## src/rtl/bhd_pkg.sv

```systemverilog
// ----------------------------------------------------------------------------
// bhd_pkg
// Shared widths and codes for the message header deframer and its channels.
// ----------------------------------------------------------------------------
package bhd_pkg;

  localparam int BYTE_W     = 8;
  localparam int LENGTH_W   = 16;
  localparam int MARKER_LEN = 16;
  // Header positions run from the first marker byte up to the type byte.
  localparam int POS_W      = $clog2(MARKER_LEN + 3);

  localparam logic [BYTE_W-1:0] MARKER_BYTE = 8'hFF;

  // Input command codes.
  localparam logic CMD_DATA = 1'b0;
  localparam logic CMD_OPEN = 1'b1;

  // Result kinds.
  localparam logic KIND_PAYLOAD = 1'b0;
  localparam logic KIND_ERROR   = 1'b1;

  // Error codes.
  localparam logic ERR_TOO_SHORT  = 1'b0;
  localparam logic ERR_BAD_MARKER = 1'b1;

endpackage

```

## src/rtl/bhd_in_if.sv

```systemverilog
// ----------------------------------------------------------------------------
// bhd_in_if
// Valid/ready channel carrying stream bytes and open commands.
// ----------------------------------------------------------------------------
interface bhd_in_if;
  import bhd_pkg::*;

  logic              valid;
  logic              ready;
  logic              cmd;
  logic [BYTE_W-1:0] data_byte;

  modport source (output valid, output cmd, output data_byte, input ready);
  modport sink   (input valid, input cmd, input data_byte, output ready);

endinterface

```

## src/rtl/bhd_out_if.sv

```systemverilog
// ----------------------------------------------------------------------------
// bhd_out_if
// Valid/ready channel carrying payload bytes and connection errors.
// ----------------------------------------------------------------------------
interface bhd_out_if;
  import bhd_pkg::*;

  logic              valid;
  logic              ready;
  logic              kind;
  logic [BYTE_W-1:0] payload_byte;
  logic              last_of_message;
  logic              error_code;

  modport source (output valid, output kind, output payload_byte,
                  output last_of_message, output error_code, input ready);
  modport sink   (input valid, input kind, input payload_byte,
                  input last_of_message, input error_code, output ready);

endinterface

```

## src/rtl/bgp_header_deframer.sv

```systemverilog
// ----------------------------------------------------------------------------
// bgp_header_deframer
// Strips the 16-byte marker, length and type header from a received byte
// stream and forwards the payload, flagging the last byte, or reports an error.
// ----------------------------------------------------------------------------
// The block returns at most one result beat for each input beat from an
// output register in the next cycle. The parser state is updated in the
// cycle a beat is accepted, so a new beat can follow in every cycle;
// stream.ready is high whenever the output register is empty or its beat
// is being taken in the same cycle, which sets the throughput at one byte
// per clock under no back-pressure. The length byte order is chosen by the
// length_big_endian register (cfg_write_en/cfg_write_data), which the user
// must write only while no beat is in flight; the block does not enforce it.
module bgp_header_deframer (
  input  logic   clk,
  input  logic   rst,
  input  logic   cfg_write_en,
  input  logic   cfg_write_data,
  bhd_in_if.sink   stream,
  bhd_out_if.source result
);
  import bhd_pkg::*;

  localparam logic [1:0] PH_HEADER  = 2'd0;
  localparam logic [1:0] PH_PAYLOAD = 2'd1;
  localparam logic [1:0] PH_CLOSED  = 2'd2;

  logic                length_big_endian;
  logic [1:0]          phase;
  logic [1:0]          phase_next;
  logic [POS_W-1:0]    pos;
  logic [POS_W-1:0]    pos_next;
  logic [LENGTH_W-1:0] count;
  logic [LENGTH_W-1:0] count_next;
  logic                mismatch;
  logic                mismatch_next;

  logic                accept;
  logic                load;
  logic                res_kind_next;
  logic [BYTE_W-1:0]   res_byte_next;
  logic                res_last_next;
  logic                res_err_next;
  logic                res_valid;

  assign stream.ready = !res_valid || result.ready;
  assign accept       = stream.valid && stream.ready;

  always_ff @(posedge clk) begin
    if (rst) begin
      length_big_endian <= 1'b0;
    end else if (cfg_write_en) begin
      length_big_endian <= cfg_write_data;
    end
  end

  // In the payload phase, count holds the number of payload bytes still due.
  always_comb begin
    phase_next    = phase;
    pos_next      = pos;
    count_next    = count;
    mismatch_next = mismatch;
    load          = 1'b0;
    res_kind_next = KIND_PAYLOAD;
    res_byte_next = '0;
    res_last_next = 1'b0;
    res_err_next  = ERR_TOO_SHORT;
    if (accept) begin
      if (stream.cmd == CMD_OPEN) begin
        phase_next    = PH_HEADER;
        pos_next      = '0;
        count_next    = '0;
        mismatch_next = 1'b0;
      end else begin
        case (phase)
          PH_HEADER: begin
            if (pos < POS_W'(MARKER_LEN)) begin
              if (stream.data_byte != MARKER_BYTE) begin
                mismatch_next = 1'b1;
              end
              pos_next = pos + POS_W'(1);
            end else if (pos == POS_W'(MARKER_LEN)) begin
              count_next = length_big_endian ? {stream.data_byte, 8'h00}
                                             : {8'h00, stream.data_byte};
              pos_next   = pos + POS_W'(1);
            end else if (pos == POS_W'(MARKER_LEN + 1)) begin
              count_next = length_big_endian ? {count[15:8], stream.data_byte}
                                             : {stream.data_byte, count[7:0]};
              pos_next   = pos + POS_W'(1);
            end else begin
              // Type byte: dropped, but the length must cover it.
              if (count <= LENGTH_W'(1)) begin
                load          = 1'b1;
                res_kind_next = KIND_ERROR;
                res_err_next  = ERR_TOO_SHORT;
                phase_next    = PH_CLOSED;
              end else begin
                count_next = count - LENGTH_W'(1);
                phase_next = PH_PAYLOAD;
              end
            end
          end
          PH_PAYLOAD: begin
            if (count == LENGTH_W'(1)) begin
              load = 1'b1;
              if (mismatch) begin
                res_kind_next = KIND_ERROR;
                res_err_next  = ERR_BAD_MARKER;
                phase_next    = PH_CLOSED;
              end else begin
                res_byte_next = stream.data_byte;
                res_last_next = 1'b1;
                phase_next    = PH_HEADER;
                pos_next      = '0;
                count_next    = '0;
                mismatch_next = 1'b0;
              end
            end else begin
              count_next    = count - LENGTH_W'(1);
              load          = !mismatch;
              res_byte_next = stream.data_byte;
            end
          end
          default: begin
          end
        endcase
      end
    end
  end

  always_ff @(posedge clk) begin
    if (rst) begin
      phase    <= PH_HEADER;
      pos      <= '0;
      count    <= '0;
      mismatch <= 1'b0;
    end else begin
      phase    <= phase_next;
      pos      <= pos_next;
      count    <= count_next;
      mismatch <= mismatch_next;
    end
  end

  always_ff @(posedge clk) begin
    if (rst) begin
      res_valid <= 1'b0;
    end else if (load) begin
      res_valid <= 1'b1;
    end else if (result.ready) begin
      res_valid <= 1'b0;
    end
  end

  always_ff @(posedge clk) begin
    if (load) begin
      result.kind            <= res_kind_next;
      result.payload_byte    <= res_byte_next;
      result.last_of_message <= res_last_next;
      result.error_code      <= res_err_next;
    end
  end

  assign result.valid = res_valid;

`ifndef NO_ASSERTIONS
  a_ready_when_empty: assert property (@(posedge clk) disable iff (rst)
    !res_valid |-> stream.ready)
    else $error("input stalled with an empty output register");

  a_error_closes: assert property (@(posedge clk) disable iff (rst)
    (load && res_kind_next == KIND_ERROR) |=> phase == PH_CLOSED)
    else $error("error result did not close the connection");

  a_last_rearms: assert property (@(posedge clk) disable iff (rst)
    (load && res_last_next) |=> (phase == PH_HEADER && pos == '0 && !mismatch))
    else $error("parser not rearmed after the last payload byte");

  a_payload_count: assert property (@(posedge clk) disable iff (rst)
    phase == PH_PAYLOAD |-> count != '0)
    else $error("payload phase with no bytes due");

  a_error_fields: assert property (@(posedge clk) disable iff (rst)
    (result.valid && result.kind == KIND_ERROR) |->
      (result.payload_byte == '0 && !result.last_of_message))
    else $error("error result carries payload fields");
`endif

endmodule
```

## src/flat_wrapper.sv

```systemverilog
// flat-port wrapper written by rule: the top's interface ports become plain ports
module bgp_header_deframer_flat import bhd_pkg::*;
  (clk, rst, cfg_write_en, cfg_write_data, stream_valid, stream_cmd, stream_data_byte, stream_ready, result_valid, result_kind, result_payload_byte, result_last_of_message, result_error_code, result_ready);
  bhd_in_if stream_i ();
  bhd_out_if result_i ();
  input  logic clk;
  input  logic rst;
  input  logic cfg_write_en;
  input  logic cfg_write_data;
  input wire logic [$bits(stream_i.valid)-1:0] stream_valid;
  input wire logic [$bits(stream_i.cmd)-1:0] stream_cmd;
  input wire logic [$bits(stream_i.data_byte)-1:0] stream_data_byte;
  output wire logic [$bits(stream_i.ready)-1:0] stream_ready;
  output wire logic [$bits(result_i.valid)-1:0] result_valid;
  output wire logic [$bits(result_i.kind)-1:0] result_kind;
  output wire logic [$bits(result_i.payload_byte)-1:0] result_payload_byte;
  output wire logic [$bits(result_i.last_of_message)-1:0] result_last_of_message;
  output wire logic [$bits(result_i.error_code)-1:0] result_error_code;
  input wire logic [$bits(result_i.ready)-1:0] result_ready;
  assign stream_i.valid = stream_valid;
  assign stream_i.cmd = stream_cmd;
  assign stream_i.data_byte = stream_data_byte;
  assign stream_ready = stream_i.ready;
  assign result_valid = result_i.valid;
  assign result_kind = result_i.kind;
  assign result_payload_byte = result_i.payload_byte;
  assign result_last_of_message = result_i.last_of_message;
  assign result_error_code = result_i.error_code;
  assign result_i.ready = result_ready;
  bgp_header_deframer u_core (.clk(clk), .rst(rst), .cfg_write_en(cfg_write_en), .cfg_write_data(cfg_write_data), .stream(stream_i), .result(result_i));
endmodule
```

## config.mk

```make
export PLATFORM = sky130hd
export DESIGN_NAME = bgp_header_deframer_flat
export DESIGN_NICKNAME = d
export VERILOG_FILES = /design/src/rtl/bhd_pkg.sv /design/src/rtl/bhd_in_if.sv /design/src/rtl/bhd_out_if.sv /design/src/rtl/bgp_header_deframer.sv /design/src/flat_wrapper.sv
export SDC_FILE = /design/constraint.sdc
export NUM_CORES = 1
export LEC_CHECK = 0
export BUFFER_PORTS_ARGS = -buffer_cell sky130_fd_sc_hd__buf_2
export CAP_MARGIN = 20
export CORE_ASPECT_RATIO = 1.75
export CORE_MARGIN = 1
export CORE_UTILIZATION = 58
export CTS_CLUSTER_SIZE = 10
export DETAILED_ROUTE_END_ITERATION = 10
export GPL_ROUTABILITY_DRIVEN = 0
export GPL_TIMING_DRIVEN = 0
export PLACE_DENSITY = 0.85
export SYNTH_ARGS = -nofsm -noshare
export SYNTH_HDL_FRONTEND = slang
export SYNTH_SLANG_ARGS = --single-unit
```

## constraint.sdc

```tcl
create_clock -name clk -period 2.8 [get_ports clk]
set_clock_uncertainty 0.2 [all_clocks]
set_input_delay 0.28 -clock clk [delete_from_list [all_inputs] [get_ports clk]]
set_output_delay 0.28 -clock clk [all_outputs]
set_load 0.005 [all_outputs]
```

-- Yosys cells after proc, flatten, opt, wreduce, memory -nomap -nowiden
Cells that the tools add are included.
- flip-flop bits (word level): 37
- latch bits: 0
- RAM bits: 0
- bits in read-only memories: 0
- input port bits: 15
- output and inout port bits: 13
- word-level logic and storage cells: 96
- memories kept: 0
- add/sub/neg operators: 2
- multipliers: 0
- divide/modulo/power cells: 0
- magnitude comparators: 2
- eq/ne operators: 17
- shift operators: 0
- mux-type cells: 46
- bitwise logic cells: 3
- reduce and logical (&&, ||, !) cells: 15
- operators with widths (cell ; count):
    $mux W16 ; 9
    $pmux W16 S2 ; 1
    $mux W5 ; 6
    $reduce_and A6 Y1 ; 3
    $eq A16 B1 Y1 const B ; 1
    $le A16 B1 Y1 const B ; 1
    $mux W1 ; 16
    $mux W8 ; 2
    $sub A16 B1 Y16 const B ; 1
    $mux W2 ; 7
    $ne A3 B3 Y1 const B ; 4
    $eq A5 B5 Y1 const B ; 2
    $ne A5 B3 Y1 const B ; 2
    $pmux W5 S2 ; 1
    $reduce_and A5 Y1 ; 2
    $ne A3 B2 Y1 const B ; 3
    $ne A8 B8 Y1 const B ; 1
    $pmux W1 S2 ; 3
    $add A5 B1 Y5 const B ; 1
    $lt A5 B5 Y1 const B ; 1
    $ne A5 B2 Y1 const B ; 1
    $ne A5 B5 Y1 const B ; 1
    $ne A4 B4 Y1 const B ; 1
    $pmux W2 S2 ; 1
    11 further kinds ; 14

-- Logic depth before layout (Yosys ltp)
- word-level depth: 9
- gate-level depth with buffers: 9

-- Worst setup path after synthesis
OpenSTA, ideal clock, no wires.
- kind: flip-flop to flip-flop
- from: register u_core.count[0]
- to: register u_core.result.error_code (enable)
- library setup time: 0.345 ns
- arrival time: 1.825 ns
- path slack: 0.430 ns
- stages on the path, launching flop included: 8
- path buffers: 0
- path through: dfxtp_1 > inv_1 > ha_1 > nor2_1 > nor4_2 > nand2_2 > or4_4 > nand2_1
- cells in the longest elaborated chain, start to end: 8
- ends and longest elaborated chain (what ; line ; RTL):
    start: declaration ; bgp_header_deframer.sv:33 ; logic [LENGTH_W-1:0] count;
    start signal: assignment ; bgp_header_deframer.sv:140 ; count <= count_next;
    $le A16 B1 Y1 ; bgp_header_deframer.sv:92 ; if (count <= LENGTH_W'(1)) begin
    $mux W1 ; bgp_header_deframer.sv:92 ;
    $mux W1 ; bgp_header_deframer.sv:86 ; end else if (pos == POS_W'(MARKER_LEN + 1)) begin
    $mux W1 ; bgp_header_deframer.sv:82 ; end else if (pos == POS_W'(MARKER_LEN)) begin
    $mux W1 ; bgp_header_deframer.sv:77 ; if (pos < POS_W'(MARKER_LEN)) begin
    $pmux W1 S2 (*) ; bgp_header_deframer.sv:75 ; case (phase)
    $mux W1 (*) ; bgp_header_deframer.sv:69 ; if (stream.cmd == CMD_OPEN) begin
    $mux W1 (*) ; bgp_header_deframer.sv:68 ; if (accept) begin
    via u_core.load ; bgp_header_deframer.sv:39 ; logic load;
    end signal: assignment ; bgp_header_deframer.sv:160 ; result.error_code <= res_err_next;
    end: declaration ; bhd_out_if.sv:16 ; output last_of_message, output error_code, input ready);
Mark *: on every way through the listed nets, which the timed path passes. The rest lies on a longest branch.
A chain may end at the register's enable or synchronous reset.

-- Worst setup path after layout
- from: register u_core.count[0]
- to: register u_core.count[12]
- cells in the longest elaborated chain, start to end: 7
- ends and longest elaborated chain (what ; line):
    $sub A16 B1 Y16 ; bgp_header_deframer.sv:98, bgp_header_deframer.sv:119
    $mux W16 ; bgp_header_deframer.sv:92
    $mux W16 ; bgp_header_deframer.sv:86
    $mux W16 ; bgp_header_deframer.sv:82
    $mux W16 ; bgp_header_deframer.sv:77
    $pmux W16 S2 ; bgp_header_deframer.sv:75
    $mux W16 ; bgp_header_deframer.sv:69
Several ways; a longest one is shown, not always the timed one. The select of a mux whose other input is x is not followed.

==> results.sh <==
export IMPL_run_status="complete, no violations"
export IMPL_timing_critical_path_to_type="register"
export IMPL_io_buffers=27
export IMPL_r2r_worst_path_cells=6
export IMPL_post_layout_nonfiller_instances=360
export IMPL_fraction_of_final_layout_cells_sized_beyond_drive_strength_1_pct=20.83
export IMPL_ff2ff_setup_slack_ns=0.05
export IMPL_yosysWarnings=0
export IMPL_proportion_of_synthesized_chip_area_in_sequential_cells_pct=34.96
export IMPL_worstPathMaxFanout=8
export IMPL_cts_root_buffer_cell="sky130_fd_sc_hd__clkbuf_8"
export IMPL_timing_critical_path_buf_inv=0
export IMPL_design_core_area_um2=3941
export IMPL_peakVddDrop_mv=0.4153
export IMPL_grt_total_usage_pct=31.03
export IMPL_leakage_nw=1.023
export IMPL_postLayoutCoreUtil_pct=69.24
export IMPL_dr_first_iter_drc_count=120
export IMPL_timing_critical_path_cells="ha_1 -> nor4b_2 -> nand4_2 -> o21ai_1 -> nor4_2 -> a32o_1"
export IMPL_clock_insertion_delay_at_the_later_pin_of_the_skew_report_ns=0.29
export IMPL_cts_hold_repair_buffers=0
export IMPL_async_flop_share_pct=0
export IMPL_cts_post_setup_buffers_inserted=0
export IMPL_totalWireLength_um=6320
export IMPL_final_hold_worst_slack_ns=0.03249
export IMPL_slew_limit_headroom_pct=50.54
export IMPL_cap_violations=0
export IMPL_pre_cts_ws_ns=0.08292
export IMPL_post_synthesis_to_final_layout_area_growth_pct=12.13
export IMPL_synth_avg_cell_area_um2=8.786
export IMPL_fp_dieArea_um2=4469
export IMPL_worst_slack_ns=0.05295
export IMPL_worst_setup_hold_path_clk_slew_ns=0.08
export IMPL_ys_seq_elements=37
export IMPL_placed_cells_incl_taps=352
export IMPL_r2r_end="u_core.count[12]"
export IMPL_std_cell_rows=30
export IMPL_worstSetupStartpointType="register"
export IMPL_routedWlPerCell_um=17.56
export IMPL_grt_pass1_vias=2220
export IMPL_fin_crit_ns=2.747
export IMPL_drc_errors=0
export IMPL_grt_start_max_net_pins=13
export IMPL_wire_length_of_the_first_global_routing_pass_um=10410
export IMPL_globalRoute_totalOverflow=0
export IMPL_clock_path_buffers=2
export IMPL_setup_worst_path_start="u_core.count[0]"
export IMPL_area_of_the_mapped_netlist_um2=2434
export IMPL_timing_final_crit_share_pct=98.11
export IMPL_finalNetCount=331
export IMPL_path_depth=6
export IMPL_post_synth_inst_count=277
export IMPL_clock_sinks=37
export IMPL_vias_per_cell=6.508
export IMPL_worstSetupPathType="register to register"
export IMPL_critical_path_max_stage_delay_ns=0.63
export IMPL_route_vias_total=2343
export IMPL_die_w_um=50.97
export IMPL_clock_tree_from_tritoncts="built"
export IMPL_total_count_of_hold_check_failures_in_the_final_report=0
export IMPL_worst_pin_slew_ns=0.7358
export IMPL_max_freq_mhz=364.0
export IMPL_floorplan_initialDensity_pct=61.75
export IMPL_antenna_left=0
export IMPL_critPathCapture="u_core.count[12]"
export IMPL_netlist_cell_type_count=62
export IMPL_worst_endpoint_arrival_ns=2.73
export IMPL_synth_edff_count=11
export IMPL_drtPass1Iterations=4
export IMPL_setup_violations=0
export IMPL_ctsHtreeMaxLevel=2
export IMPL_synth_top_flop_cell="sky130_fd_sc_hd__dfxtp_1"
export IMPL_hp_class="primary input to register"
export IMPL_floorplan_io_pins=28
export IMPL_cts_repair_resize_count=0
export IMPL_cpMaxStageDelayCell="sky130_fd_sc_hd__o21ai_1"
export IMPL_place_hpwl_um=4676
export IMPL_postSynthNetCount=297
export IMPL_maxSlewViolCount=0
export IMPL_critical_path_top_delay_family="compound AO/OA/AOI/OAI gates"
export IMPL_min_from="cfg_write_data"
export IMPL_die_y_um=87.69
export IMPL_insertedDiodeCount=0
export IMPL_worstPathRequired_ns=2.78
export IMPL_grt_antenna_before_repair=0
export IMPL_pwr_density_cell_nw_per_um2=648.3
export IMPL_reg2reg_from="u_core.count[0]"
export IMPL_numCtsBuffers=5
## final cells by class
| class | count | area, um2 |
|---|---|---|
| plain buffers | 10 | 55.05 |
| clock buffers | 5 | 68.82 |
| clock inverters | 3 | 17.52 |
| fillers | 328 | 1212 |
| inverters | 6 | 22.52 |
| multi-input cells | 224 | 1519 |
| flip-flops and latches | 37 | 850.8 |
| well taps | 48 | 60.06 |
| repair buffers | 27 | 135.1 |
## state kept, by name, summed over array words and instances, names as in the netlist
register and count:
u_core.phase 2, u_core.result.valid 1, u_core.count 16, u_core.result.last_of_message 1, u_core.result.error_code 1, u_core.result.payload_byte 8, u_core.mismatch 1, u_core.pos 5
u_core.result.kind 1, u_core.length_big_endian 1
## worst reg2reg max path, delay by kind of cell, from the launching register on
kind	cells	cell delay, ns
DFF	1	0.49
and+or+nand+nor	3	0.81
adders and majority gates	1	0.25
AOI/OAI and AO/OA	2	0.89
## Yosys cell counts, drive strengths merged, types with 4 or more instances
| master | instances | area share, % |
|---|---|---|
| or4 | 4 | 1.5 |
| nand3b | 6 | 1.9 |
| xor2 | 8 | 2.9 |
| xnor2 | 6 | 2.2 |
| nand2 | 31 | 4.9 |
| o21ai | 17 | 3.7 |
| nor2 | 20 | 3.1 |
| and2 | 11 | 2.8 |
| dfxtp | 26 | 21 |
| nor3 | 12 | 2.9 |
| edfxtp | 11 | 14 |
| a31oi | 4 | 1.0 |
| nand4 | 5 | 1.5 |
| ha | 5 | 2.6 |
| a21oi | 24 | 5.4 |
| nand2b | 9 | 2.3 |
| buf | 5 | 1.5 |
| clkbuf | 5 | 0.77 |
| nor4 | 9 | 4.6 |
| inv | 6 | 0.93 |
| nand3 | 7 | 1.6 |
| o211ai | 4 | 1.2 |
| o31ai | 4 | 1.2 |
## how the worst min path moves through the flow
stage	cells after the start	to
2_1_floorplan	2	u_core.length_big_endian
5_1_grt	3	u_core.length_big_endian
3_5_place_dp	2	u_core.count[10]
6_report	3	u_core.length_big_endian
4_1_cts	3	u_core.length_big_endian
3_3_place_gp	2	u_core.count[10]
## cells by family (layout without fill, tap and decap cells)
logic type	Yosys count	count (layout)	share of synthesized area, %
AND/OR/NAND/NOR	125	125	31.67
AO/OA/AOI/OAI	76	76	20.88
flip-flops	37	37	34.96
buffers and inverters	16	51	3.187
XOR/XNOR	14	14	5.039
adder cells (fa/ha/maj)	5	5	2.571
multiplexers	4	4	1.697
## through the flow
stage / TNS, ns / total power [mW] / cell area, um2
2_1_floorplan: 0 / 1.226 / 2434
3_3_place_gp: 0 / 1.359 / 2629
3_5_place_dp: 0 / 1.379 / 2629
4_1_cts: 0 / 1.747 / 2715
5_1_grt: -0.6828 / 1.883 / 2729
6_report: 0 / 1.769 / 2729
## cells in the final DEF (no fill, tap or decap), types with 4 or more instances in the layout
cell type                  count
sky130_fd_sc_hd__o31ai_1       4
sky130_fd_sc_hd__o21ai_0       8
sky130_fd_sc_hd__a21oi_1      21
sky130_fd_sc_hd__nor3_1       10
sky130_fd_sc_hd__xnor2_1       6
sky130_fd_sc_hd__o211ai_1      4
sky130_fd_sc_hd__edfxtp_1     11
sky130_fd_sc_hd__nand2b_1      9
sky130_fd_sc_hd__ha_1          5
sky130_fd_sc_hd__and2_1       11
sky130_fd_sc_hd__inv_1         6
sky130_fd_sc_hd__dfxtp_1      26
sky130_fd_sc_hd__nand3b_1      6
sky130_fd_sc_hd__clkbuf_1      5
sky130_fd_sc_hd__a31oi_1       4
sky130_fd_sc_hd__nor2_1       20
sky130_fd_sc_hd__buf_2        29
sky130_fd_sc_hd__xor2_1        8
sky130_fd_sc_hd__nand2_1      30
sky130_fd_sc_hd__nand4_1       4
sky130_fd_sc_hd__o21ai_1       8
sky130_fd_sc_hd__nand3_1       6
sky130_fd_sc_hd__clkbuf_8      5
## layer usage
metal  vias to the layer above  GRT usage (%)  wire, um
met5                         -              0         0
met4                         0          18.18       335
met3                        34          4.688       458
met2                       116          56.10      3207
met1                      1097          33.08      2319
li1                       1096              -         -
## where the power goes
part	switching (mW)	internal, mW
logic	0.421	0.311
registers	0.0740	0.594
clock network	0.198	0.172
(Power assumes the default switching activity.)
